==> src/mxs_pkg.sv <==
// ----------------------------------------------------------------------------
// mxs_pkg: shared types and constants for the max-XOR set engine
// Operation and status codes, count limits and the flag bundle that
// travels with a transaction through the chain of entry cells.
// ----------------------------------------------------------------------------
package mxs_pkg;

  // Port widths fixed by the interface
  localparam int unsigned DATA_W = 32;
  localparam int unsigned MODE_W = 2;
  localparam int unsigned STATUS_W = 2;

  // Copy count per entry
  localparam int unsigned COUNT_W = 7;
  localparam logic [COUNT_W-1:0] COUNT_MAX = 7'd127;

  // Parameter defaults
  localparam int unsigned KEY_BITS_DEF = 32;
  localparam int unsigned CAPACITY_DEF = 64;

  // Operation codes (code 3 is unused and does nothing)
  typedef logic [MODE_W-1:0] mode_t;
  localparam mode_t MODE_INSERT = 2'd0;
  localparam mode_t MODE_DELETE = 2'd1;
  localparam mode_t MODE_QUERY  = 2'd2;

  // Status codes
  typedef logic [STATUS_W-1:0] status_t;
  localparam status_t ST_OK     = 2'd0;
  localparam status_t ST_EMPTY  = 2'd1;
  localparam status_t ST_ABSENT = 2'd2;
  localparam status_t ST_FULL   = 2'd3;

  // Control flags carried by a transaction from cell to cell
  typedef struct packed {
    logic  valid;    // token present at this stage
    mode_t mode;     // operation
    logic  found;    // a nonempty cell holds the key
    logic  claimed;  // a free cell has been reserved for an insert
    logic  any;      // at least one nonempty cell seen
    logic  sat;      // matching cell count already at maximum
  } tok_flags_t;

  // End-of-pass broadcast that settles a reserved cell
  typedef struct packed {
    logic fire;  // transaction leaves the chain
    logic keep;  // reserved cell becomes a live entry
  } commit_t;

endpackage

==> src/mxs_cell.sv <==
// ----------------------------------------------------------------------------
// mxs_cell: one entry cell of the max-XOR set chain
// Holds one key and its copy count, applies the passing transaction to
// its own entry and hands the updated token to the next cell.
// ----------------------------------------------------------------------------
module mxs_cell #(
  parameter int unsigned KW = 32
) (
  input  logic                 clk_i,
  input  logic                 rst_ni,
  input  mxs_pkg::tok_flags_t  flags_i,
  input  logic [KW-1:0]        key_i,
  input  logic [KW-1:0]        max_i,
  input  mxs_pkg::commit_t     commit_i,
  output mxs_pkg::tok_flags_t  flags_o,
  output logic [KW-1:0]        key_o,
  output logic [KW-1:0]        max_o
);

  logic [mxs_pkg::COUNT_W-1:0] count_q, count_d;
  logic [KW-1:0]               value_q;
  logic                        pending_q, pending_d;
  logic                        load_value;
  logic                        is_free;
  logic                        hit;
  logic [KW-1:0]               xor_val;
  mxs_pkg::tok_flags_t         flags_q, flags_d;
  logic [KW-1:0]               key_q;
  logic [KW-1:0]               max_q, max_d;

  assign is_free = (count_q == '0);
  assign hit     = !is_free && (value_q == key_i);
  assign xor_val = key_i ^ value_q;

  // Apply the transaction to this entry and update the token
  always_comb begin
    flags_d    = flags_i;
    max_d      = max_i;
    count_d    = count_q;
    pending_d  = pending_q;
    load_value = 1'b0;
    if (flags_i.valid) begin
      flags_d.found = flags_i.found | hit;
      flags_d.any   = flags_i.any | !is_free;
      unique case (flags_i.mode)
        mxs_pkg::MODE_INSERT: begin
          if (hit) begin
            if (count_q == mxs_pkg::COUNT_MAX) begin
              flags_d.sat = 1'b1;
            end else begin
              count_d = count_q + mxs_pkg::COUNT_W'(1);
            end
          end else if (is_free && !flags_i.claimed) begin
            flags_d.claimed = 1'b1;
            load_value      = 1'b1;
            pending_d       = 1'b1;
          end
        end
        mxs_pkg::MODE_DELETE: begin
          if (hit) begin
            count_d = count_q - mxs_pkg::COUNT_W'(1);
          end
        end
        mxs_pkg::MODE_QUERY: begin
          if (!is_free && (xor_val > max_i)) begin
            max_d = xor_val;
          end
        end
        default: begin
        end
      endcase
    end
    // Settle a reserved entry once the whole chain has been searched
    if (commit_i.fire && pending_q) begin
      pending_d = 1'b0;
      if (commit_i.keep) begin
        count_d = mxs_pkg::COUNT_W'(1);
      end
    end
  end

  // Entry state
  always_ff @(posedge clk_i or negedge rst_ni) begin
    if (!rst_ni) begin
      count_q   <= '0;
      pending_q <= 1'b0;
      flags_q   <= '0;
    end else begin
      count_q   <= count_d;
      pending_q <= pending_d;
      flags_q   <= flags_d;
    end
  end

  // Payload: key storage and token data, no reset
  always_ff @(posedge clk_i) begin
    if (load_value) begin
      value_q <= key_i;
    end
    key_q <= key_i;
    max_q <= max_d;
  end

  assign flags_o = flags_q;
  assign key_o   = key_q;
  assign max_o   = max_q;

endmodule

==> config.mk <==
export PLATFORM = sky130hd
export DESIGN_NAME = mxs_cell
export DESIGN_NICKNAME = d
export VERILOG_FILES = /design/src/mxs_pkg.sv /design/src/mxs_cell.sv
export SDC_FILE = /design/constraint.sdc
export NUM_CORES = 1
export LEC_CHECK = 0
export ABC_CLOCK_PERIOD_IN_PS = 6200
export BUFFER_PORTS_ARGS = -buffer_cell sky130_fd_sc_hd__buf_4
export CAP_MARGIN = 20
export CELL_PAD_IN_SITES_DETAIL_PLACEMENT = 0
export CELL_PAD_IN_SITES_GLOBAL_PLACEMENT = 1
export CORE_MARGIN = 3
export CORE_UTILIZATION = 43
export CTS_CLUSTER_DIAMETER = 30
export DETAILED_ROUTE_END_ITERATION = 6
export PLACE_DENSITY_LB_ADDON = 0.12
export SLEW_MARGIN = 20
export SYNTH_ARGS = -nofsm -noshare
export SYNTH_HDL_FRONTEND = slang
export SYNTH_SLANG_ARGS = --single-unit
==> constraint.sdc <==
create_clock -name clk_i -period 6.2 [get_ports clk_i]
set_input_delay 0 -clock clk_i [delete_from_list [all_inputs] [get_ports clk_i]]
set_output_delay 0 -clock clk_i [all_outputs]
set_load 0.02 [all_outputs]
---- After elaboration in Yosys (flattened, before gate mapping) ----
Index checks and enable logic that the tools add are counted.
storage, ports and cells
  bits in registers ....................... 111
  input port bits ......................... 75
  output and inout port bits .............. 71
  logic and storage cells ................. 60
operators by class
  add/sub/neg operators ................... 2
  $lt $le $gt $ge ......................... 1
  equality and inequality tests ........... 5
  multiplexer cells ....................... 26
  bitwise operators ....................... 3
  reductions and logical operators ........ 12
operators with widths
  operator               count
  $mux W32               3
  $mux W7                6
  $eq A32 B32 Y1         1
  $gt A32 B32 Y1         1
  $xor A32 B32 Y32       1
  $mux W1                15
  $pmux W7 S2            1
  $add A7 B1 Y7 const B  1
  $eq A7 B7 Y1 const B   1
  $logic_not A7 Y1       1
  $sub A7 B1 Y7 const B  1
  $reduce_bool A2 Y1     3
  $logic_and A1 B1 Y1    4
  $mux W4                1
  $reduce_and A4 Y1      1
  $eq A2 B1 Y1 const B   1
  $eq A2 B2 Y1 const B   1
  $logic_not A1 Y1       2
  $logic_not A2 Y1       1
  $ne A2 B1 Y1 const B   1
  $or A1 B1 Y1           2

---- Logic depth before layout (Yosys ltp) ----
  depth after elaboration ................. 8
  depth in mapped cells ................... 10
  gate-level depth less buffers ........... 9

---- Least setup slack after synthesis ----
Ideal clock, no wire load.
  path kind ............................... register to register
  start point ............................. register count_q[0] (netlist bit)
  end point ............................... register pending_q
  library setup time ...................... 81 ps
  data arrival time ....................... 3,932 ps
  data required time ...................... 6,119 ps
  slack ................................... 2,187 ps
  stages on the path, launching flop included .. 7
  path buffers ............................ 0
  period minus slack after synthesis ...... 4,013 ps
  path through ............................ dfrtp_1 -> inv_1 -> ha_1 -> nor3b_1 -> nand2_1 -> nor3_1 -> mux2_2
on the way
  word-level cells in the longest chain between the ends .. 5
  elaborated cells on any way between the ends .. 7
  those cells by class .................... 1 x eq/ne; 6 x reduce/logical
RTL lines
  item                           line            source
  start, declared                mxs_cell.sv:20  logic [mxs_pkg::COUNT_W-1:0] count_q, count_d;
  start signal, assigned         mxs_cell.sv:89  count_q <= count_d;
  $logic_not A7 Y1 *             mxs_cell.sv:31  assign is_free = (count_q == '0);
  $logic_not A1 Y1               mxs_cell.sv:32  assign hit = !is_free && (value_q == key_i);
  $logic_and A1 B1 Y1            mxs_cell.sv:32
  $ne A2 B1 Y1 (no line)         n/a
  $reduce_and A4 Y1 (no line) *  n/a
  end signal, assigned           mxs_cell.sv:90  pending_q <= pending_d;
  end, declared                  mxs_cell.sv:22  logic pending_q, pending_d;
Mark *: on every way between the ends. The rest lies on a longest branch, timed or not.
A chain may end at the register's enable or synchronous reset.

---- Worst setup path after layout ----
  start point ............................. register value_q[15]
  end point ............................... register max_q[31], in the netlist max_o[31]
on the way
  word-level cells in the longest chain between the ends .. 6
RTL lines
  item                    line             source
  start, declared         mxs_cell.sv:21   logic [KW-1:0] value_q;
  start signal, assigned  mxs_cell.sv:98   value_q <= key_i;
  $xor A32 B32 Y32        mxs_cell.sv:33   assign xor_val = key_i ^ value_q;
  $gt A32 B32 Y1          mxs_cell.sv:65   if (!is_free && (xor_val > max_i)) begin
  $logic_and A1 B1 Y1     mxs_cell.sv:65
  $mux W32                mxs_cell.sv:65
  $mux W32                mxs_cell.sv:45   unique case (flags_i.mode)
  $mux W32                mxs_cell.sv:42   if (flags_i.valid) begin
  via max_d[31]           mxs_cell.sv:29   logic [KW-1:0] max_q, max_d;
  end signal, assigned    mxs_cell.sv:101  max_q <= max_d;
  end, declared           mxs_cell.sv:29
The timed path passes the listed nets, and every way through them passes these cells.

==> summary.txt <==
Global routing
  – Largest net degree at the start of global routing: 34
  – Grt ovf: 0
  – GRT Resource Usage Total: 18.96%
  – Number of global-route vias before repair: 3,794
  – Initial antenna violation count: 0
  – First-pass GRT wire length: ~19,000 um

STA
  – Final min period: approximately 3.2 ns
  – Setup TNS: 0 ns
  – Worst Tran Pin Value: about 0.75 ns
  – Slew Limit Fails: 0
  – RSZ-0062 raised after global routing: no
  – Final Hold Viols: 0
  – Relative slew slack: 49.58%
  – Fin worst setup slack: 2.998 ns
  – Worst clock skew: 0.01520 ns
  – Setup violators final: 0
  – Fmax: ~310 MHz
  – Crit share post-route: around half

Synthesis
  – Combinational family with the most area after synthesis: multiplexers
  – Adder-Cell Fraction of Synth Area: 8.587%
  – Fraction of registers with async set/reset: 13.51%
  – Syn nets: 482
  – Seq/Total Area, Yosys: 54.44%
  – Mapped Area: 4808 um2
  – Simple-gate share of the synthesized area: 8.639%
  – Compound-Gate Fraction of Synth Area: 7.260%
  – EDFF count, synth: 32
  – Synth top area cells: dfxtp_1, edfxtp_1, mux2_4, ha_1, dfrtp_1
  – Yosys top cell area share: 26.65%
  – Mux share of post-synthesis cell area: 10.51%
  – Yosys warning count: 0
  – Post-Synthesis Cells: between 300 and 400
  – #FFs+latches synth: 111
  – Top FF cell, synth: dfxtp_1
  – Synth unique cells: 52
  – Area leader, netlist: dfxtp_1
  – Synth Area in XOR/XNOR: slightly above 6%
  – Syn avg cell area: 12.86 um2

Clocking
  – Clock root buffer: clkbuf_8
  – CTS tree: yes
  – Clock Pin Slew Worst Setup and Hold Paths: ~0.11 ns
  – Htree depth: 3
  – Worst skew pair latency: 0.37 ns
  – # Post-CTS Setup Buffers: 0
  – Longest Clk Path Bufs: 2
  – Num CTS Buffers: 9
  – Clock Sinks: around 110

Critical path
  – WP data arrival: approximately 3.5 ns
  – Startpoint types: register
  – Worst Setup End Kind: register
  – Critical Path Fanout Max: 32
  – Crit Path Class: register to register
  – Critical Path RT: 6.47 ns

Placed design
  – Gp weighted congestion: ~0.77
  – IO Port Bufs: between 100 and 150
  – Place WS: 3.006 ns
  – DP HPWL: 8262 um

Floorplanning
  – Cell Rows: 37
  – Starting Density: 45.36%
  – Die ar.: 12,490 um2
  – Die height: 111.7 um
  – I/O pins: approximately 150
  – Core area: 10,600 um2
  – Chip Width: 111.7 um

Power
  – Combinational Power Share: 19.1%
  – Flop pwr share: roughly 53%
  – Leak: 3.185 nW
  – PwrDens: 216.1 nW/um2
  – Pint: 1.106 mW
  – Sw power: 0.3972 mW
  – Clk pwr share: about 28%
  – Sw Share: 26.42%
  – Max VDD drop: approximately 0.21 mV

Final layout
  – Commonest non-fill, non-tap cells in the layout: buf_4, dlygate4sd3_1, dfxtp_1
  – Area grow syn2layout: 44.68%
  – ANT cells: 0
  – Commonest non-fill, non-tap cell in the layout: buf_4
  – Layout cell share with drive strength beyond 1: roughly 34%
  – Post-layout nets: 708

Detailed routing
  – Routed WL: 11,570 um
  – DR vias: 3,617
  – DRT Pass-1 Iters: 5
  – Residual DRC: 0
  – Vias per cell: 4.881
  – Drt initial violations: 97
  – Final ANT Viol Nets: 0
  – Avg WL per Cell: 15.61 um

Status
  – Outcome: finished, final reports clean

Run
  – Max Cap Viol: 0

Worst hold path
  – Hold Crit Class: primary input to register
[through the flow]
step	total power [mW]	instances	hold WS, ns	util [%]	cell area (um2)
5_1_grt	1.576	741	0.2672	65.62	6957
2_1_floorplan	0.9387	374	-0.2956	-	4808
3_5_place_dp	1.057	650	-0.1290	56.67	6008
6_report	1.503	741	0.2924	65.62	6957
3_3_place_gp	1.052	650	-0.1286	56.67	6008
4_1_cts	1.522	741	0.2612	65.62	6957
[power by group through the flow]
stage / Sequential, mW / Combinational (mW) / Clock (mW)
final: 0.790 / 0.288 / 0.425
after global routing: 0.794 / 0.315 / 0.468
after CTS: 0.790 / 0.289 / 0.443
after detailed placement: 0.806 / 0.250 / 0
after global placement: 0.807 / 0.246 / 0
after floorplan: 0.842 / 0.0968 / 0
[per-layer routing]
metal / track usage, % / vias to the layer above / wire length [um]
met5: 0 / - / 0
met1: 24.43 / 1686 / 5192
met4: 4.623 / 0 / 98
met3: 5.598 / 9 / 824
li1: - / 1793 / -
met2: 31.49 / 129 / 5453
[worst max-delay path: stages (launching register included)]
cell and delay (ns):
edfxtp_1 0.39, xor2_1 0.21, ha_1 0.32, nand4_1 0.16
or4_1 0.58, a211o_1 0.26, a31oi_2 0.18, o31a_4 0.58
mux2_2 0.40
[path summary, 6_finish.rpt]
check	from	to	slack, ns	cells after the start
max in group asynchronous	rst_ni	flags_o[5]	4.94	3
min in group asynchronous	rst_ni	count_q[5]	0.78	3
max reg2reg	value_q[15]	max_o[31]	3.00	8
min	key_i[18]	key_o[18]	0.29	2
min reg2reg	pending_q	pending_q	0.56	1
max	value_q[15]	max_o[31]	3.00	8
[flip-flops by register name (all words and copies together), names as in the netlist]
| signal | count |
|---|---|
| count_q | 7 |
| flags_o | 7 |
| key_o | 32 |
| max_o | 32 |
| pending_q | 1 |
| value_q | 32 |
[cells by family after synthesis]
| kind of cell | Yosys count |
|---|---|
| simple gates | 70 |
| flops | 111 |
| compound gates | 48 |
| xor+xnor | 34 |
| buf+inv | 43 |
| fa+ha+maj | 33 |
| mux | 35 |
[what timing repair did]
| item | 4_1_cts | 5_1_grt |
|---|---|---|
| hold buffers | 75 | 0 |
| gates resized for setup | 0 | 0 |
| hold endpoints to repair | 120 | 0 |
[final cells by class]
type	count	area, um2
clock buffers	10	148.9
repair buffers	221	1847
clock inverters	6	48.80
inverters	37	138.9
well taps	136	170.2
multi-input cells	220	1986
flip-flops and latches	111	2618
fillers	799	3645
[cells in the mapped netlist, types with 2 or more instances]
cell type  count
nor3_1         6
and4_1         2
mux2_4        30
nor2_1        10
xnor2_1        2
a211oi_1       2
and3_1         3
edfxtp_1      32
nor3b_1        2
a41o_1         2
a31o_2         2
nand2_1       13
o311a_1        2
nor4_1         9
or4_1          2
nor2b_1        3
a21o_1         6
ha_1          33
nand2b_1       2
a22oi_1        2
nand3_1        2
mux2_2         4
inv_1         37
dfxtp_1       64
a21oi_1       12
nor4b_1        2
o21ai_0        7
buf_12         3
clkbuf_1       2
nand4_1        9
dfrtp_1       15
xor2_1        32
Power figures use the tool's default switching activity.
